==> src/design/sma_pkg.sv <==
// ----------------------------------------------------------------------------
// sma_pkg: shared types and constants for the stack machine ALU
// Opcodes, status codes, request/response structs, cell and sequencer types.
// ----------------------------------------------------------------------------
package sma_pkg;

   localparam int DATA_W      = 64;
   localparam int STEP_W      = $clog2(DATA_W);
   localparam int STACK_DEPTH = 32;
   localparam int RSP_DEPTH_W = 6;

   typedef enum logic [2:0] {
      OP_PUSH = 3'd0,
      OP_ADD  = 3'd1,
      OP_SUB  = 3'd2,
      OP_MUL  = 3'd3,
      OP_DIV  = 3'd4,
      OP_OUT  = 3'd5,
      OP_HALT = 3'd6
   } op_type;

   typedef enum logic [2:0] {
      STAT_OK     = 3'd0,
      STAT_UNDER  = 3'd1,
      STAT_OVER   = 3'd2,
      STAT_DIVZ   = 3'd3,
      STAT_HALTED = 3'd4
   } status_type;

   typedef enum logic [1:0] {
      CELL_HOLD = 2'd0,
      CELL_PREV = 2'd1,
      CELL_NEXT = 2'd2
   } cell_mode_type;

   typedef enum logic {
      SM_IDLE = 1'b0,
      SM_CALC = 1'b1
   } state_type;

   typedef struct packed {
      logic [2:0]               op;
      logic signed [DATA_W-1:0] operand;
   } req_type;

   typedef struct packed {
      logic [2:0]               status;
      logic                     out_valid;
      logic signed [DATA_W-1:0] out_value;
      logic [RSP_DEPTH_W-1:0]   depth;
   } rsp_type;

   // start request to the multiply/divide sequencer
   typedef struct packed {
      logic              start;
      logic              is_div;
      logic [DATA_W-1:0] a;
      logic [DATA_W-1:0] b;
   } md_req_type;

endpackage

==> src/design/sma_cell.sv <==
// ----------------------------------------------------------------------------
// sma_cell: one stack entry
// Holds its value, or takes the neighbor's value toward the top or bottom.
// ----------------------------------------------------------------------------
module sma_cell
   import sma_pkg::*;
(
   input  logic                clock,
   input  cell_mode_type       mode,
   input  logic [DATA_W-1:0]   prev_value,
   input  logic [DATA_W-1:0]   next_value,
   output logic [DATA_W-1:0]   value
);

   logic [DATA_W-1:0] value_ff;
   logic [DATA_W-1:0] value_in;

   always_comb begin
      case (mode)
         CELL_PREV: value_in = prev_value;
         CELL_NEXT: value_in = next_value;
         default:   value_in = value_ff;
      endcase
   end

   always_ff @(posedge clock) begin
      value_ff <= value_in;
   end

   assign value = value_ff;

endmodule

==> config.mk <==
export PLATFORM = sky130hd
export DESIGN_NAME = sma_cell
export DESIGN_NICKNAME = d
export VERILOG_FILES = /design/src/design/sma_pkg.sv /design/src/design/sma_cell.sv
export SDC_FILE = /design/constraint.sdc
export NUM_CORES = 1
export LEC_CHECK = 0
export BUFFER_PORTS_ARGS = -buffer_cell sky130_fd_sc_hd__buf_4
export CAP_MARGIN = 20
export CORE_ASPECT_RATIO = 1.75
export CORE_MARGIN = 2
export CORE_UTILIZATION = 46
export DETAILED_ROUTE_END_ITERATION = 8
export GPL_ROUTABILITY_DRIVEN = 0
export MAX_ROUTING_LAYER = met4
export PLACE_DENSITY = 0.86
export SYNTH_ARGS = -nofsm -noshare
export SYNTH_HDL_FRONTEND = slang
export SYNTH_SLANG_ARGS = --single-unit
==> constraint.sdc <==
create_clock -name clock -period 4.25 [get_ports clock]
set_input_delay 0.6375 -clock clock [delete_from_list [all_inputs] [get_ports clock]]
set_output_delay 0.6375 -clock clock [all_outputs]
set_load 0.05 [all_outputs]
# == After elaboration in Yosys (flattened, before gate mapping) ==
# Index checks and enable logic that the tools add are counted.
# word_totals
in_bits,131
word_cells,5
regBits,64
# op_classes
muxes,1
n_reduce_logical,1
eq_ne,2
# op_table
cell,count
64-bit one-hot mux with 2 select lines,1
2-bit by 1-bit == test with 1-bit output (second input constant),1
2-bit == test (second input constant),1
2-bit nonzero test,1

# == Depth between registers and ports, before layout ==
# Gate-level depths: netlist of run 1.
# depth
depth_word,2
depth_mapped,5
ltp_nobuf,3

# == Worst setup path before layout of run 1 ==
# OpenSTA, ideal clock, no wires.
# synth_path
path_type,input-to-reg
startpoint,in mode[0]
endpoint,reg value_ff[0] (netlist: value[0]) (enable)
path_buffers,0
arrival_ns,2.193
required_ns,3.832
stages,3
path_slack_ns,1.639
setup_ns,0.418
cell_sequence,inv_1 ha_1 inv_1
# synth_via
elab_chain_cells,2
word_cells_on_any_way,3
classes_between,2 x eq/ne; 1 x reduce/logical
# synth_rtl
item,line,source
start: declaration,sma_cell.sv:9,"input cell_mode_type mode,"
2-bit == test or 2-bit by 1-bit == test with 1-bit output (tied branches),sma_cell.sv:19,case (mode)
2-bit nonzero test (no source line) (*),--,
end signal: assignment,sma_cell.sv:27,value_ff <= value_in;
end: declaration,sma_cell.sv:15,logic [DATA_W-1:0] value_ff;
# Every way passes the cells marked *; elsewhere a longest branch is shown, timed or not.
# A chain may end at the register's enable or synchronous reset.

# == Worst setup path after layout of run 1 ==
# layout_path
startpoint,in mode[0]
endpoint,reg value_ff[41] (netlist: value[41]) (enable)
# The elaborated chain is that of the path after synthesis.

==> results summary, run 1 <==
The run finished with clean final reports. The die covers 0.00725 mm2. In this run the horizontal extent of the chip is 65.2 um. The max-slew headroom at the worst pin came out at 0.464. The final critical-path setup slack is 2.15 ns. The library cell used most frequently in the layout, excluding fill and tap cells, is sky130_fd_sc_hd__buf_4. The number of distinct library cell variants in the gate-level netlist after synthesis is 7. The via count of the first global-routing pass is 2054. Setup violations remaining at the end of the flow were counted as 0.

The global router's overall resource usage came out at 0.220. The initial detailed-routing violation count is 119. The TritonCTS clock tree is done. In this run, post-CTS repair resized a total of 0 instances. The maximum vdd ir drop is 0.286 mV.

Counting every net in the synthesized netlist gives 270. In this run the worst path has a maximum fanout of 40. Broken down by cell family, the worst path's largest delay share belongs to buffers and inverters. The die is 111 um tall. The number of flip-flops under the largest register name is 64. The power density of the placed cells is 450 mW/mm2. The total power draw is 2130 uW.

In the layout the commonest cells are 197 x sky130_fd_sc_hd__buf_4, 64 x sky130_fd_sc_hd__edfxtp_1, 60 x sky130_fd_sc_hd__mux2_4. Yosys printed 0 warnings. In this design, the stage delay of the slowest critical-path cell is 0.58 ns. The mean number of vias per cell came out at 4.77.

The total overflow left after global routing is 0. The wire length of the first global-routing pass is 11000 um. The maximum number of pins on one net before global-route repair came out at 41. The share of layout cells above drive strength 1 is 0.802. After detailed placement, the total cell area comes to 0.00448 mm2. The most used cell along the critical path is sky130_fd_sc_hd__buf_4. The post-placement setup slack came out at 1.81 ns. The total number of placement rows came out at 39. The share of Yosys cell area claimed by the top area cell type came out at 0.637.

The data arrival at the endpoint of the critical path is 2.08 ns. The maximum clock frequency is 476 MHz. Once detail routing completed, the nets flagged for antenna violations numbered 0. The estimated wirelength of the detail-placed design came out at 6030 um. The aggregate negative setup slack came out at 0 ns. Summed over all instances, the cell type with the most area after synthesis is sky130_fd_sc_hd__edfxtp_1.

The count of hold-fix buffers inserted at cts is 0. The clock buffer count from CTS is 9. The start-to-end type of the worst setup path is input pin to flop. Setup repair after global routing left no endpoint under its margin. The final-report hold violation count is 0. The number of storage elements in the synthesis netlist came out at 64. On the critical path, the stage with the largest delay is an instance of sky130_fd_sc_hd__inv_2. The worst setup path is launched from an input pin. The routed design could run at a clock period as short as 2.10 ns. The min-delay analysis places its worst path in the category input pin to flop. The transition at the pin with the smallest max-transition slack is 0.803 ns. The post-synthesis average cell area is 21.9 um2. After technology mapping, the gate count stands at 138. The number of nets in the layout came out at 471. Dividing the detail-routed wire length by the instance count gives 18.1 um. After clock tree synthesis, the clock-pin slew on the worst setup and hold paths is 0.05 ns. For this design the top-level I/O count stands at 195. The tool flagged a number of max-cap violations equal to 0. The initial antenna violation count came out at 0. The critical path required time is 4.23 ns.

The number of diodes is 0. The count of buffers added on input and output ports is 194. The endpoint kind of the worst setup timing path is a flop.

The effective utilization at floorplan is 0.469. The area growth from synthesis to layout is 56.9%. The number of buffer and inverter stages on the critical path is 4. The fraction of the yosys area taken by sequential cells came out at 0.637. The signal on the critical path passes through buf_4, inv_1, ha_4, inv_2, buf_4.

The max-slew violation total from the final report was 0. The total length of routed wires came out at 7700 um. The leakage dissipation is 0.00219 uW. The CTS sink count came out at 64.

The maximum level of the CTS H-tree came out at 3. CTS placed an instance of sky130_fd_sc_hd__clkbuf_16 at the clock tree root. The share of the clock period used by the worst path is 0.494.

After synthesis, the cell types taking the most area are sky130_fd_sc_hd__edfxtp_1 64%, sky130_fd_sc_hd__mux2_4 30%, sky130_fd_sc_hd__buf_12 4.0%. The number of buffers on the longest clock path came out at 2. The remaining routing DRC violations came out at 0. The post-synth design cell area is 0.00302 mm2.

The number of detailed-route iterations in the first pass is 4. The placeable core area came out at 0.00644 mm2. The post-CTS setup repair buffer count came out at 0. The detailed router placed 2032 vias in this run. The final instance area is 0.00474 mm2.
## cell usage after synthesis, drive strengths merged
cell type,count
edfxtp,64
mux2,64
buf,7
inv,2
ha,1
## per-layer routing
metal,GRT usage,routed length (um)
met1,0.209,2390
met2,0.395,4580
met3,0.0518,491
met4,0.114,238
met5,-,0
## cell families after synthesis
group      synth area share
fa+ha+maj           0.00414
mux                   0.313
buf+inv              0.0460
flops                 0.637
## path summary, 6_finish.rpt
| check | to | from | slack [ns] | cells after the start |
|---|---|---|---|---|
| worst max-delay path | value[41] | mode[0] | 2.15 | 5 |
| worst min-delay path | value[43] | prev_value[43] | 0.62 | 2 |
## layout make-up
cell class | instances | area (um2)
fillers | 460 | 1700
clock inverters | 5 | 23.8
flip-flops and latches | 64 | 1920
well taps | 82 | 103
repair buffers | 197 | 1480
clock buffers | 11 | 233
inverters | 2 | 7.51
multi-input cells | 65 | 971
## metrics by stage
| step | utilization | hold WS [ns] | instances |
|---|---|---|---|
| global route | 0.736 | 0.607 | 426 |
| finish | 0.736 | 0.618 | 426 |
| CTS | 0.736 | 0.604 | 426 |
| detailed placement | 0.696 | 0.941 | 410 |
| global placement | 0.696 | 0.938 | 410 |
| floorplan | - | 0.855 | 138 |
## where the power goes
| part | switching (uW) | internal [uW] |
|---|---|---|
| sequential | 25.4 | 806 |
| combinational | 425 | 257 |
| clock | 232 | 387 |
Note: power is estimated with default switching activity, not from simulation.
==> inputs of run 2 (changes only) <==
CORE_UTILIZATION = 42   (was 46)
PLACE_DENSITY = 0.8   (was 0.86)
clock period = 2.1 ns   (was 4.25 ns; I/O delays follow)
==> run 2 against run 1 <==
  * Non-clock buffer count stayed put
  * Total power is 100% higher
  * Sequential share of layout area is 0.30 points lower
  * Critical endpoint is now value[63]
  * Highest routed layer unchanged
==> results summary, run 2 (synthesis results as in run 1) <==
The count of final setup violators came out at 0. The critical path launch point is mode[0]. The worst setup path is captured at a flop. The start-to-end type of the worst setup path is input pin to flop. The number of detailed-route iterations in the first pass came out at 4. The residual antenna-violating net count after detailed routing is 0.

Of the available clock period, the critical path in the final layout requires 0.652. The switching power summed over all nets is 1390 uW. The total number of placement rows came out at 40. Post-CTS timing repair inserted 0 buffers for setup. The remaining routing DRC violations came out at 0. The mean routed wirelength per cell came out at 18.2 um.

Of all nets on the critical path, the largest fanout is 26. The post-cts gate resize count came out at 0. The run finished with clean final reports. Final hold analysis gives a worst-case slack of 0.289 ns. Of the total power, the clock network draws 0.288. The final-report hold violation count is 0. The number of top-level pins is 195. The effective utilization at floorplan came out at 0.437. The first routing iteration left 102 violations. The share of layout cells above drive strength 1 is 0.793. The clock buffer count from CTS is 9. The switching part of the total came out at 0.320. The area of the die came out at 0.00791 mm2. The count of vias placed by the detailed router came out at 2016.

After global routing, the most crowded layer is met2. The count of hold-fix buffers inserted at cts came out at 0. The aggregate negative setup slack is 0 ns. Leaving out fill and tap cells, the most frequent cell in the layout is sky130_fd_sc_hd__buf_4. The maximum number of pins on one net before global-route repair came out at 65. The via count of the first global-routing pass came to 2071.

Setup slack closes at 0.731 ns. Once detailed placement completed, the half-perimeter wirelength came to 6100 um. The number of max-capacitance violations reported is 0. The wire length of the first global-routing pass is 10500 um.

Clock tree synthesis selected as its root buffer the cell sky130_fd_sc_hd__clkbuf_16. The number of placed instances, taps included, is 412. Dividing total power by cell area gives a power density of 907 mW/mm2. The global routing met2 resource utilization is 0.337. For met1 alone, demand over resource in global routing was 0.184. In this run the worst hold path is classified as input pin to flop. The initial antenna violation count came out at 0. IR analysis of the VDD net gives a maximum drop of 0.628 mV. The final instance area is 0.00477 mm2. The number of flip-flops under the largest register name is 64.

The TritonCTS clock tree is done. The cell area after placement came out at 0.00453 mm2. The critical path required time came out at 2.17 ns.

The number of diodes came out at 0. Based on the critical path, the design can be clocked at up to 730 MHz. The number of nets in the layout is 471. The leakage dissipation is 0.00218 uW. The maximum level of the CTS H-tree is 3. Summed over all layers, the global routing overflow is 0.

The share of total power dissipated in combinational logic is 0.324. The max-slew headroom at the worst pin came out at 0.773. The max-slew violation total from the final report came to 0.

Of the total power, registers draw 0.388. The number of buffers on the longest clock path came out at 2. The startpoint of the worst hold path is prev_value[55]. Summed over all layers, the routed wires come to 7780 um. The global-route met3 utilization came out at 0.0559.

The smallest clock period supported by the final layout is computed as 1.37 ns. The global router's overall resource usage came out at 0.197. The post-placement setup slack came out at 0.384 ns. Cell internal power was estimated by the tool at 2940 uW. The transition at the pin with the smallest max-transition slack came out at 0.341 ns.

The clock input transition at the sequential cells of the worst setup and hold paths came out at 0.05 ns. The worst setup path is launched from an input pin. The library cells used most frequently in the layout, excluding fill and tap cells, are 194 x sky130_fd_sc_hd__buf_4, 64 x sky130_fd_sc_hd__edfxtp_1, 60 x sky130_fd_sc_hd__mux2_4. Counting every sink on the clock net gives 64. The mean number of vias per cell is 4.72. The count of cells in the finished layout, fillers not included, comes to 427. In this run the tool buffered the top-level ports with 194 buffer cells. Setup repair after global routing left no endpoint under its margin.

The area growth from synthesis to final layout came out at 58.1%. From left edge to right edge, the die measures 68.1 um. Data on the critical path arrives at its endpoint at 1.44 ns. The total area inside the core boundary comes to 0.00691 mm2. The height of the die is 116 um.
[run 2: power groups by stage]
stage          logic (uW)  clock network [uW]  registers, uW
6_report             1400                1250           1680
2_1_floorplan         246                   0           2350
5_1_grt              1450                1320           1690
3_3_place_gp         1390                   0           1700
4_1_cts              1410                1280           1680
3_5_place_dp         1410                   0           1710
[run 2: through the flow]
stage	utilization	power, uW
floorplan	-	2600
global placement	0.655	3090
detailed placement	0.655	3110
CTS	0.691	4370
global route	0.691	4470
finish	0.691	4330
[run 2: layout make-up]
type                            count  area (um2)
Tap cell                           84         105
Multi-Input combinational cell     65         971
Fill cell                         509        2130
Timing Repair Buffer              197        1520
Sequential cell                    64        1920
Clock buffer                       13         240
Inverter                            2        11.3
Clock inverter                      2        7.51
[run 2: metal layers]
metal  share of wire  vias to the layer above
li1                -                      941
met2            0.57                      106
met4           0.047                        0
met1            0.31                      945
met5               0                        -
met3           0.073                       24
[run 2: final timing paths]
path | cells past startpoint | slack (ns) | end
worst max-delay path | 5 | 0.73 | value[63]
worst min-delay path | 2 | 0.29 | value[55]
[run 2: critical path, stage by stage]
cell                     delay, ns
sky130_fd_sc_hd__buf_4        0.11
sky130_fd_sc_hd__inv_1        0.09
sky130_fd_sc_hd__ha_4         0.30
sky130_fd_sc_hd__buf_12       0.26
sky130_fd_sc_hd__mux2_2       0.36
