==> config.mk <==
export PLATFORM = sky130hd
export DESIGN_NAME = sma_muldiv
export DESIGN_NICKNAME = d
export VERILOG_FILES = /design/src/design/sma_pkg.sv /design/src/design/sma_muldiv.sv
export SDC_FILE = /design/constraint.sdc
export NUM_CORES = 1
export LEC_CHECK = 0
export ABC_CLOCK_PERIOD_IN_PS = 4700
export BUFFER_PORTS_ARGS = -buffer_cell sky130_fd_sc_hd__buf_2
export CORE_MARGIN = 2
export CORE_UTILIZATION = 51
export CTS_CLUSTER_DIAMETER = 100
export CTS_CLUSTER_SIZE = 24
export DETAILED_ROUTE_END_ITERATION = 8
export PLACE_DENSITY_LB_ADDON = 0.25
export SYNTH_ARGS = -nofsm -noshare
export SYNTH_HDL_FRONTEND = slang
export SYNTH_SLANG_ARGS = --single-unit
==> constraint.sdc <==
create_clock -name clock -period 4.7 [get_ports clock]
set_clock_uncertainty 0.15 [all_clocks]
set_input_delay 0.235 -clock clock [delete_from_list [all_inputs] [get_ports clock]]
set_output_delay 0.235 -clock clock [all_outputs]
set_load 0.01 [all_outputs]
==> src/design/sma_pkg.sv <==
// ----------------------------------------------------------------------------
// sma_pkg: shared types and constants for the stack machine ALU
// Opcodes, status codes, request/response structs, cell and sequencer types.
// ----------------------------------------------------------------------------
package sma_pkg;

   localparam int DATA_W      = 64;
   localparam int STEP_W      = $clog2(DATA_W);
   localparam int STACK_DEPTH = 32;
   localparam int RSP_DEPTH_W = 6;

   typedef enum logic [2:0] {
      OP_PUSH = 3'd0,
      OP_ADD  = 3'd1,
      OP_SUB  = 3'd2,
      OP_MUL  = 3'd3,
      OP_DIV  = 3'd4,
      OP_OUT  = 3'd5,
      OP_HALT = 3'd6
   } op_type;

   typedef enum logic [2:0] {
      STAT_OK     = 3'd0,
      STAT_UNDER  = 3'd1,
      STAT_OVER   = 3'd2,
      STAT_DIVZ   = 3'd3,
      STAT_HALTED = 3'd4
   } status_type;

   typedef enum logic [1:0] {
      CELL_HOLD = 2'd0,
      CELL_PREV = 2'd1,
      CELL_NEXT = 2'd2
   } cell_mode_type;

   typedef enum logic {
      SM_IDLE = 1'b0,
      SM_CALC = 1'b1
   } state_type;

   typedef struct packed {
      logic [2:0]               op;
      logic signed [DATA_W-1:0] operand;
   } req_type;

   typedef struct packed {
      logic [2:0]               status;
      logic                     out_valid;
      logic signed [DATA_W-1:0] out_value;
      logic [RSP_DEPTH_W-1:0]   depth;
   } rsp_type;

   // start request to the multiply/divide sequencer
   typedef struct packed {
      logic              start;
      logic              is_div;
      logic [DATA_W-1:0] a;
      logic [DATA_W-1:0] b;
   } md_req_type;

endpackage

==> src/design/sma_muldiv.sv <==
// ----------------------------------------------------------------------------
// sma_muldiv: bit-serial multiply / signed divide
// Shift-add multiply (low 64 bits) or restoring divide, one bit per cycle.
// ----------------------------------------------------------------------------
module sma_muldiv
   import sma_pkg::*;
(
   input  logic              clock,
   input  logic              reset,
   input  md_req_type        md_req,
   output logic              done,
   output logic [DATA_W-1:0] result
);

   localparam logic [STEP_W-1:0] STEP_LAST = STEP_W'(DATA_W - 1);

   function automatic logic [DATA_W-1:0] mag(input logic [DATA_W-1:0] v);
      mag = v[DATA_W-1] ? (~v + DATA_W'(1)) : v;
   endfunction

   logic              run_ff,  run_in;
   logic              done_ff, done_in;
   logic              div_ff,  div_in;
   logic              neg_ff,  neg_in;
   logic [STEP_W-1:0] cnt_ff,  cnt_in;
   logic [DATA_W-1:0] x_ff,    x_in;   // multiplicand, or dividend/quotient
   logic [DATA_W-1:0] y_ff,    y_in;   // multiplier, or divisor
   logic [DATA_W-1:0] acc_ff,  acc_in; // product, or remainder
   logic [DATA_W:0]   shifted;
   logic [DATA_W:0]   diff;

   always_comb begin
      run_in  = run_ff;
      done_in = 1'b0;
      div_in  = div_ff;
      neg_in  = neg_ff;
      cnt_in  = cnt_ff;
      x_in    = x_ff;
      y_in    = y_ff;
      acc_in  = acc_ff;
      shifted = {acc_ff, x_ff[DATA_W-1]};
      diff    = shifted - {1'b0, y_ff};

      if (md_req.start && !run_ff) begin
         run_in = 1'b1;
         div_in = md_req.is_div;
         neg_in = md_req.a[DATA_W-1] ^ md_req.b[DATA_W-1];
         cnt_in = '0;
         acc_in = '0;
         x_in   = md_req.is_div ? mag(md_req.a) : md_req.a;
         y_in   = md_req.is_div ? mag(md_req.b) : md_req.b;
      end else if (run_ff) begin
         cnt_in = cnt_ff + STEP_W'(1);
         if (div_ff) begin
            if (!diff[DATA_W]) begin
               acc_in = diff[DATA_W-1:0];
               x_in   = {x_ff[DATA_W-2:0], 1'b1};
            end else begin
               acc_in = shifted[DATA_W-1:0];
               x_in   = {x_ff[DATA_W-2:0], 1'b0};
            end
         end else begin
            if (y_ff[0]) begin
               acc_in = acc_ff + x_ff;
            end
            x_in = {x_ff[DATA_W-2:0], 1'b0};
            y_in = {1'b0, y_ff[DATA_W-1:1]};
         end
         if (cnt_ff == STEP_LAST) begin
            run_in  = 1'b0;
            done_in = 1'b1;
         end
      end
   end

   always_ff @(posedge clock) begin
      if (reset) begin
         run_ff  <= 1'b0;
         done_ff <= 1'b0;
      end else begin
         run_ff  <= run_in;
         done_ff <= done_in;
      end
      div_ff <= div_in;
      neg_ff <= neg_in;
      cnt_ff <= cnt_in;
      x_ff   <= x_in;
      y_ff   <= y_in;
      acc_ff <= acc_in;
   end

   assign done   = done_ff;
   assign result = div_ff ? (neg_ff ? (~x_ff + DATA_W'(1)) : x_ff) : acc_ff;

endmodule
== Word-level counts from Yosys, hierarchy flattened ==
Index checks and enable logic that the tools add are counted.

* Register bits: 202
* Latch bits: 0
* RAM bits: 0
* Bits in read-only memories: 0
* Output and inout port bits: 65
* Word-level logic and storage cells: 48
* Memories: 0

* Add/subtract/negate cells: 6
* $mul: 0
* Divide/modulo/power cells: 0
* $lt $le $gt $ge: 0
* Equal/unequal tests: 2
* Shifts and indexed selects: 0
* Mux-type cells: 20
* Bitwise gates (word level): 5
* Reduce and logical (&&, ||, !) cells: 7

{| class="wikitable"
|+ Operators with widths
! cell !! count
|-
| 64-bit 2-to-1 mux || 14
|-
| 64-bit by 1-bit adder with 64-bit output, second input constant || 3
|-
| 64-bit NOT || 3
|-
| 65-bit by 64-bit subtractor with 65-bit output || 1
|-
| 64-bit adder || 1
|-
| 6-bit by 1-bit adder with 6-bit output, second input constant || 1
|-
| 6-bit == test, second input constant || 1
|-
| 1-bit 2-to-1 mux || 6
|-
| 2-bit AND reduction || 2
|-
| 2-bit nonzero test || 2
|-
| 3-bit OR reduction || 1
|-
| 2-bit by 1-bit != test with 1-bit output, second input constant || 1
|-
| 1-bit logical AND || 1
|-
| 1-bit logical NOT || 1
|-
| 1-bit NOT || 1
|-
| 1-bit bitwise XOR || 1
|}

== Longest topological paths before layout ==
Gate-level depths: netlist of run 1.

* Depth in word-level cells: 5
* Depth in mapped cells: 16
* Depth with buffers taken out: 14

== Worst setup path after synthesis of run 1 ==
Ideal clock, no wire load.

* Path type: register -> register
* From: reg div_ff
* To: reg y_ff[0] (enable)
* Library setup time: 0.487 ns
* Arrival: 3.776 ns
* Data required time: 4.063 ns
* Setup slack: 0.287 ns
* Stages on the path, launching flop included: 6
* Path buffers: 2
* Period minus slack after synthesis: 4.413 ns
* Cell sequence: edfxtp_1 > clkbuf_1 > o21ai_0 > nor2_1 > clkbuf_1 > nor2_1

* Longest elaborated chain between the ends: 2

{| class="wikitable"
|+ RTL lines
! element !! RTL line !! source
|-
| start, declared || sma_muldiv.sv:23 || <nowiki>logic div_ff, div_in;</nowiki>
|-
| start signal, assigned || sma_muldiv.sv:84 || <nowiki>div_ff <= div_in;</nowiki>
|-
| 2-bit by 1-bit != test with 1-bit output (no line) || - ||
|-
| 2-bit AND reduction (no line) || - ||
|-
| end signal, assigned || sma_muldiv.sv:88 || <nowiki>y_ff <= y_in;</nowiki>
|-
| end, declared || sma_muldiv.sv:27 || <nowiki>logic [DATA_W-1:0] y_ff, y_in;</nowiki>
|}

No other way between the ends.
A chain may end at the register's enable or synchronous reset.

== Worst setup path after layout of run 1 ==
* From: reg x_ff[12]
* To: out result[61]

* Longest elaborated chain between the ends: 4

{| class="wikitable"
|+ RTL lines
! element !! RTL line !! source
|-
| start, declared || sma_muldiv.sv:26 || <nowiki>logic [DATA_W-1:0] x_ff, x_in;</nowiki>
|-
| start signal, assigned || sma_muldiv.sv:87 || <nowiki>x_ff <= x_in;</nowiki>
|-
| 64-bit NOT || sma_muldiv.sv:93 || <nowiki>assign result = div_ff ? (neg_ff ? (~x_ff + DATA_W'(1)) : x_ff) : acc_ff;</nowiki>
|-
| 64-bit by 1-bit adder with 64-bit output || sma_muldiv.sv:93 ||
|-
| 64-bit 2-to-1 mux (2 in series) || sma_muldiv.sv:93 ||
|-
| end, declared || sma_muldiv.sv:12 || <nowiki>output logic [DATA_W-1:0] result</nowiki>
|}

No other way between the ends.

==> flow_metrics.tcl, run 1 <==
set metrics [dict create \
    core_area_um2 40650 \
    grt_pass1_wl_um 105900 \
    required_ns 4.32 \
    hold_violations 0 \
    drc 0 \
    num_vias 21467 \
    grt_max_degree 182 \
    p_leak_nw 10.15 \
    status "completed" \
    synth-edff-count 130 \
    rows 74 \
    layout-drive-gt1-share_pct 12.46 \
    synthFlopType "edfxtp_1" \
    path_max_fanout 4 \
    layout.nets 3243 \
    wl_per_cell_um 19.49 \
    syn_area_um2 20930 \
    routabilityCongestion 0.9686 \
    rsz0062_at_grt "true" \
    fin_total_pwr_mw 10.99 \
    portBuffers 196 \
    post-route-min-period_ns 4.493 \
    synth-seq-cells 202 \
    cp_slowest_stage_delay_ns 0.58 \
    max-vdd-ir-drop_uv 361.4 \
    crit_path_start_kind "register" \
    fin_ws_ns 0.2070 \
    synthTopCellsByArea "edfxtp_1 (19%), ha_1 (7.8%), o21ai_0 (7.2%)" \
    syn_nets 3018 \
    numCtsBuffers 14 \
    drtAntennaViolNets 0 \
    finalWirelength_um 68600 \
    crit_chain "or4_4 > nor4b_4 > nand4b_1 > buf_4 > nor2_1 > nand3_1 > or2_1 > or3_1 > or3_4 > o41ai_2 > xor2_1 > a21oi_1 > buf_2" \
    die_h_um 206.6 \
    pre_cts_ws_ns 0.3179 \
    grt_pass1_vias 20728 \
    hpwl_um 53370 \
    root_buffer "clkbuf_16" \
    powerDensity_nw_per_um2 457.3 \
    avgSynthCellArea_um2 7.601 \
    clock_sinks 202 \
    start_util_pct 51.48 \
    async_flop_share_pct 0 \
    drt_iter0_markers 1380 \
    chipWidth_um 206.6 \
    maxCapViolations 0 \
    maxSlewHeadroom_pct 13.47 \
    vias_per_cell 6.100 \
    grt_usage_pct 31.12 \
    synth_seq_area_share_pct 25.54 \
    io_pins 197 \
    synthToLayoutAreaGrowth_pct 14.90 \
    synth_top_area_share_pct 18.65 \
    cp.arrival_ns 4.11 \
    cts_tree "built" \
    setup_viol 0 \
    synth_top_cell_by_area "edfxtp_1" \
    period_share_pct 95.60 \
    crit_type "register to primary output" \
    worst_hold_path_type "primary input to register" \
    fillers 3773 \
    synth.distinct_cells 85 \
    clk_pin_slew_ns 0.10 \
    clock_latency_ns 0.53 \
    yosysMostFrequentCell "nand2_1" \
    globalRouteOverflowTotal 0 \
    syn_inst 2753 \
    whs_ns 0.004946 \
    slowest_stage "or4_4" \
    clock.fmax_mhz 222.6 \
    cp-end-kind "primary output" \
    die_area_um2 42670 \
    cts_max_level 1 \
    yosys_warnings 0 \
    tightest_slew_ns 1.295 \
    ys_top_cells_by_count "nand2_1 (306), o21ai_0 (299), a21oi_1 (296)" \
    antenna_found_initial 0 \
    first_pass_iters 6 \
    final_max_slew_viol_count 0 \
    cts_buffer_depth 3 \
]
critical path: cells and delay by family, from the launching register on:
kind / cells / cell delay (ns)
flops: 1 / 0.45
simple gates: 8 / 2.28
buf+inv: 2 / 0.35
compound gates: 2 / 0.33
xor+xnor: 1 / 0.18
per-layer routing:
layer	vias up	track usage (%)	part of all wire, %
met4	0	16.15	5.6
met5	-	0	0
met2	683	57.41	51
met1	10144	35.71	38
li1	10445	-	-
met3	195	2.669	4.5
final timing paths:
path	startpoint	to	slack, ns	cells past startpoint
setup / recovery	x_ff[12]	result[61]	0.21	13
hold / removal	md_req[78]	x_ff[14]	0.005	3
setup reg to reg	acc_ff[38]	acc_ff[63]	0.23	12
hold reg to reg	cnt_ff[1]	cnt_ff[1]	0.36	2
power breakdown:
group	total, mW	internal (mW)	switching [mW]	leakage, nW
Sequential	2.76	2.29	0.477	1.92
Clock	1.36	0.619	0.738	0.227
Combinational	6.87	2.80	4.07	8.00
Total	11.0	5.71	5.29	10.1
per-stage QoR:
| step | std cells | util [%] | cell area (µm²) | TNS (ns) |
|---|---|---|---|---|
| after global routing | 3518 | 59.15 | 24040 | -0.02595 |
| after CTS | 3508 | 58.84 | 23920 | 0 |
| final | 3519 | 59.15 | 24040 | 0 |
| after detailed placement | 3402 | 55.67 | 22630 | 0 |
| after floorplan | 2753 | - | 20930 | 0 |
| after global placement | 3402 | 55.67 | 22630 | 0 |
state kept, by name, summed over array words and instances, names as in the netlist:
register	flops
acc_ff	64
cnt_ff	6
div_ff	1
done	1
neg_ff	1
run_ff	1
x_ff	64
y_ff	64
layout by cell type, fill, tap and decap left out, types with 10 or more instances in the layout:
master         Yosys  routed
o21ai_0          299     298
xor2_1           149     149
buf_2              6     196
a21oi_1          296     296
a21o_1            67      67
a221oi_1          10      10
nor2b_1           14      14
o31ai_1           39      39
o211ai_1          13      13
nand2b_1          24      23
dlygate4sd3_1      0      80
nand3_1           38      38
o21a_1            13      13
and2_1            14      14
dfxtp_1           72      72
mux2_2            15      15
edfxtp_1         130     130
ha_1             131     131
o221ai_1          19      19
nor2_1           243     241
nor4_1            29      27
xnor2_1          154     153
buf_4              1      84
nand2_1          306     306
or4_1             14      13
or3_1             26      25
o41ai_1           17      15
mux2i_1           35      35
o21bai_1          28      28
a31oi_1           32      32
nand4_1           40      40
clkbuf_16          0      15
inv_1            117     116
nor3_1            60      60
a211oi_1          28      28
final cells by class:
cell class	instances	area [µm²]	share of cell area, %
multi-input cells	2279	14640	60.89
clock buffers	17	382.9	1.592
inverters	117	439.2	1.827
well taps	532	665.6	2.768
clock inverters	7	76.32	0.3174
flip-flops and latches	202	5345	22.23
repair buffers	364	2492	10.37
diodes	1	2.502	0.01041
logic make-up (layout without fill, tap and decap cells):
kind of cell / count (synthesis) / after routing / share of synthesized area (%)
compound gates: 933 / 933 / 26.95
simple gates: 860 / 860 / 19.38
xor+xnor: 303 / 303 / 12.68
buf+inv: 272 / 505 / 4.933
flops: 202 / 202 / 25.54
fa+ha+maj: 133 / 133 / 8.024
mux: 50 / 50 / 2.481
other cells: 0 / 1 / 0
repair_timing:
item | 4_1_cts | 5_1_grt
endpoints found under the setup margin | 4 | 8
hold buffers | 80 | 0
resized for setup | 2 | 8
hold endpoints to repair | 82 | 0
pin swaps | 1 | 0
setup buffers | 2 | 10
Note: power is estimated with default switching activity, not from simulation.
==> run 2, diff against run 1 <==
--- a/config.mk
+++ b/config.mk
@@ -7,7 +7,6 @@
 export LEC_CHECK = 0
 export ABC_CLOCK_PERIOD_IN_PS = 4700
 export BUFFER_PORTS_ARGS = -buffer_cell sky130_fd_sc_hd__buf_2
-export CORE_MARGIN = 2
 export CORE_UTILIZATION = 51
 export CTS_CLUSTER_DIAMETER = 100
 export CTS_CLUSTER_SIZE = 24
==> run 2 against run 1 <==
Effect of this change:
- first-iteration DRC count rose by 15%
- global-route usage barely moved
- total power fell by 0.80%
- sequential cell count did not move
- utilization rose by 0.061 points
- routed wire length fell by 2.1%
- critical path type unchanged
- critical endpoint unchanged
==> flow_metrics.tcl, run 2 (synthesis gave the netlist of run 1 again) <==
set metrics [dict create \
    status "completed" \
    cts_max_level 1 \
    n_antenna_cell 0 \
    wl_per_cell_um 19.31 \
    cts_buffer_depth 3 \
    synthToLayoutAreaGrowth_pct 13.46 \
    powerDensity_nw_per_um2 459.3 \
    hold_violations 0 \
    tightest_slew_ns 1.115 \
    die_area_um2 41850 \
    max-vdd-ir-drop_uv 290.4 \
    post-route-min-period_ns 4.566 \
    num_vias 21260 \
    hold_path_depth 3 \
    clock_sinks 202 \
    crit_type "register to primary output" \
    maxSlewHeadroom_pct 25.64 \
    fillers 3756 \
    vias_per_cell 6.109 \
    drc 0 \
    numCtsBuffers 14 \
    die_h_um 204.6 \
    r2r_cells 14 \
    rows 73 \
    finalWirelength_um 67190 \
    antenna_found_initial 0 \
    globalRouteOverflowTotal 0 \
    cp.arrival_ns 4.18 \
    routabilityCongestion 1.019 \
    start_util_pct 52.19 \
    first_pass_iters 6 \
    fin_total_pwr_mw 10.91 \
    grt_pass1_vias 20581 \
    final_cell_mix "nand2_1 (306), o21ai_0 (298), a21oi_1 (296)" \
    worst_hold_path_type "primary input to register" \
    portBuffers 196 \
    hpwl_um 52760 \
    crit_path_start_kind "register" \
    finish.utilization_pct 59.22 \
    grt_max_degree 179 \
    layout_commonest_cell "nand2_1" \
    cp-end-kind "primary output" \
    post-route-cell-area_um2 23740 \
    chipWidth_um 204.6 \
    grt_pass1_wl_um 104400 \
    io_pins 197 \
    layout.nets 3212 \
    final_max_slew_viol_count 0 \
    p_leak_nw 10.01 \
    required_ns 4.32 \
    setup_viol 0 \
    fin_setup_tns_ns 0 \
    clk_pin_slew_ns 0.09 \
    core_area_um2 40100 \
    clock_latency_ns 0.51 \
    dp.cells 3388 \
    drt_iter0_markers 1583 \
    clock.fmax_mhz 219.0 \
    drtAntennaViolNets 0 \
    cts_tree "built" \
    maxCapViolations 0 \
    largestRegisters "acc_ff: 64 flops, x_ff: 64 flops, y_ff: 64 flops" \
    path_max_fanout 4 \
    layout-drive-gt1-share_pct 12.42 \
    post_dp_cell_area_um2 22570 \
    grt_usage_pct 31.07 \
    final_cells 3480 \
    root_buffer "clkbuf_16" \
    period_share_pct 97.15 \
]
==> run 2: report_power, final <==
part           internal (mW)  switching (mW)  total, mW
combinational           2.77            4.02       6.79
clock                  0.610           0.725       1.34
sequential              2.29           0.497       2.78
total                   5.67            5.24       10.9
==> run 2: what timing repair did <==
action                                  CTS  global route
pin swaps                                 0             7
hold buffers                             54             1
endpoints found under the hold margin    57             1
endpoints found under the setup margin    3             8
buffers inserted                          0            13
gates resized for setup                   2             9
==> run 2: final cells by class <==
cell class              instances  area, µm²  share of cell area [%]
inverters                     117      439.2                   1.850
flip-flops and latches        202       5345                   22.51
repair buffers                333       2197                   9.253
multi-input cells            2279      14650                   61.68
clock inverters                 9      85.08                  0.3583
well taps                     525      656.9                   2.767
clock buffers                  15      375.4                   1.581
==> run 2: worst max-delay path, stage by stage, from the launching register on <==
cell and delay, ns:
edfxtp_1 0.43, or4_4 0.57, nor4b_4 0.28, nand4b_1 0.26, nor2_2 0.24, nand3_2 0.12
or2_1 0.27, or3_1 0.36, or3_4 0.39, o41ai_4 0.32, xor2_1 0.18, a21oi_1 0.08
buf_2 0.17
==> run 2: final timing paths <==
| check | from | to | slack (ns) |
|---|---|---|---|
| worst max-delay path | x_ff[12] | result[61] | 0.13 |
| worst min-delay path | md_req[12] | y_ff[12] | 0.003 |
| worst max register to register | x_ff[3] | acc_ff[63] | 0.37 |
| worst min register to register | cnt_ff[5] | done | 0.34 |
==> run 2: per-layer routing <==
| metal | up-vias | track usage, % | part of all wire (%) |
|---|---|---|---|
| met1 | 10009 | 35.94 | 39 |
| met4 | 0 | 14.39 | 4.9 |
| met3 | 194 | 2.418 | 4.5 |
| li1 | 10381 | - | - |
| met2 | 676 | 57.63 | 51 |
| met5 | - | 0 | 0 |
==> run 2: metrics by stage <==
stage                     worst slack (ns)  hold WS, ns
after floorplan                     0.2874       0.1635
after global placement              0.4448       0.2671
after detailed placement            0.3756       0.2735
after CTS                          0.02737  0.000007716
after global routing              -0.01750     0.007935
final                               0.1340     0.003360
==> run 3, diff against run 2 <==
--- a/config.mk
+++ b/config.mk
@@ -6,7 +6,7 @@
 export NUM_CORES = 1
 export LEC_CHECK = 0
 export ABC_CLOCK_PERIOD_IN_PS = 4700
-export BUFFER_PORTS_ARGS = -buffer_cell sky130_fd_sc_hd__buf_2
+export BUFFER_PORTS_ARGS = -buffer_cell sky130_fd_sc_hd__clkbuf_2
 export CORE_UTILIZATION = 51
 export CTS_CLUSTER_DIAMETER = 100
 export CTS_CLUSTER_SIZE = 24
==> run 3 against run 2 <==
Effect of this change:
- maximum frequency up 0.26%
- cell count down 0.32%
- first-iteration DRC count down 2.5%
- via count up 0.27%
- register-to-register slack better by 0.02 ns
- global-route usage about the same
- sequential power about the same
- die area unchanged
- clock-buffer cell count up 2
- utilization down 0.084 points
- critical endpoint is now result[60]
==> flow_metrics.tcl, run 3 (synthesis gave the netlist of run 1 again) <==
set metrics [dict create \
    status "completed" \
    power.switching_mw 5.242 \
    crit_path_start_kind "register" \
    final_cell_mix "nand2_1 (305), o21ai_0 (297), a21oi_1 (296)" \
    globalRouteOverflowTotal 0 \
    grt_pass1_vias 20599 \
    largestRegisters "acc_ff: 64 flops, x_ff: 64 flops, y_ff: 64 flops" \
    layout_commonest_cell "nand2_1" \
    wl_per_cell_um 19.41 \
    worst_hold_path_type "primary input to register" \
    use_met2_pct 57.61 \
    clock_sinks 202 \
    final_max_slew_viol_count 0 \
    clock.fmax_mhz 219.6 \
    layout-drive-gt1-share_pct 12.53 \
    grt.met3_usage_pct 2.625 \
    use_met1_pct 35.21 \
    maxSlewHeadroom_pct 27.39 \
    drc 0 \
    io_pins 197 \
    grt_usage_pct 31.11 \
    grt_pass1_wl_um 104500 \
    final_cells 3469 \
    cp.arrival_ns 4.17 \
    busiest_layer "met2" \
    p_comb_share_pct 62.0 \
    vias_per_cell 6.145 \
    die_h_um 204.6 \
    chipWidth_um 204.6 \
    core_area_um2 40100 \
    powerDensity_nw_per_um2 465.6 \
    clock_latency_ns 0.51 \
    p_leak_nw 10.03 \
    cts_tree "built" \
    clk_pin_slew_ns 0.10 \
    start_util_pct 52.19 \
    n_antenna_cell 0 \
    synthToLayoutAreaGrowth_pct 13.30 \
    post_dp_cell_area_um2 22590 \
    dp.cells 3390 \
    max-vdd-ir-drop_uv 246.8 \
    die_area_um2 41850 \
    cts_buffer_depth 3 \
    first_pass_iters 6 \
    numCtsBuffers 14 \
    p_int_mw 5.797 \
    period_share_pct 96.90 \
    rows 73 \
    pwr-share-clk_pct 13.0 \
    required_ns 4.32 \
    crit_type "register to primary output" \
    rsz0062_at_grt "true" \
    num_vias 21318 \
    portBuffers 196 \
    hpwl_um 53200 \
    cts_max_level 1 \
    routabilityCongestion 0.9799 \
    path_max_fanout 6 \
    pre_cts_ws_ns 0.3892 \
    drtAntennaViolNets 0 \
    grt_max_degree 154 \
    post-route-cell-area_um2 23710 \
    antenna_found_initial 0 \
    switching_share_pct 47.49 \
    post-route-min-period_ns 4.554 \
    root_buffer "clkbuf_16" \
    cp-end-kind "primary output" \
    seq_power_share_pct 25.0 \
    fin_ws_ns 0.1458 \
    fin_total_pwr_mw 11.04 \
    setup_viol 0 \
    drt_iter0_markers 1544 \
    maxCapViolations 0 \
    tightest_slew_ns 1.089 \
    finalWirelength_um 67320 \
    layout.nets 3201 \
    hold_violations 0 \
]
[run 3: cell types whose count changed in the layout (fill, tap and decap cells not counted), sizes merged]
cell / previous run / this run
clkinv: 6 / 4
clkbuf: 15 / 212
inv: 119 / 118
buf: 278 / 82
bufinv: 0 / 2
clkinvlp: 1 / 0
dlygate4sd3: 55 / 45
[run 3: layout make-up]
type                       instances  area [µm²]
clock buffer                      17       404.1
clock inverter                     7       113.9
fill                            3746       16390
inverter                         117       439.2
multi-input combinational       2279       14650
sequential                       202        5345
tap                              525       656.9
timing repair buffer             322        2102
[run 3: worst paths after layout]
path / startpoint / to / slack [ns] / cells past startpoint
setup / recovery: x_ff[5] / result[60] / 0.15 / 12
hold / removal: md_req[17] / y_ff[17] / 0.007 / 3
setup reg to reg: y_ff[0] / acc_ff[5] / 0.39 / 16
hold reg to reg: cnt_ff[0] / cnt_ff[0] / 0.35 / 2
[run 3: repair_timing]
action                                  in CTS  in global routing
gates cloned                                 0                  0
hold buffers                                45                  0
endpoints found under the hold margin       48                  0
endpoints found under the setup margin       3                 12
gates resized for setup                      1                 14
pin swaps                                    0                  2
buffers inserted                             0                 10
[run 3: stage by stage]
stage / utilization, % / setup TNS [ns] / hold slack [ns]
floorplan: - / 0 / 0.1635
global placement: 56.35 / 0 / 0.2697
detailed placement: 56.35 / 0 / 0.2844
CTS: 58.78 / 0 / 0.0005028
global route: 59.13 / -0.06269 / 0.01023
finish: 59.13 / 0 / 0.006548
[run 3: power by group through the flow]
stage          logic, mW  clock network (mW)  registers, mW
2_1_floorplan       4.75                   0           2.61
3_3_place_gp        6.60                   0           2.79
3_5_place_dp        6.65                   0           2.80
4_1_cts             6.73                1.47           2.76
5_1_grt             7.48                1.51           2.78
6_report            6.84                1.43           2.76
[run 3: routing by layer]
| layer | vias to the layer above | share of wire [%] |
|---|---|---|
| li1 | 10386 | - |
| met2 | 663 | 51 |
| met3 | 216 | 4.0 |
| met5 | - | 0 |
| met4 | 0 | 5.5 |
| met1 | 10053 | 39 |
[run 3: critical path: stages, from the launching register on]
cell and delay [ns]:
edfxtp_1 0.43, or4_4 0.57, or3_4 0.40, nor3_4 0.20, nand3_2 0.13, or4_4 0.57, nor3_2 0.15, nand2_2 0.10
or4_4 0.51, o31ai_4 0.20, xor2_1 0.17, a21oi_1 0.08, clkbuf_2 0.15
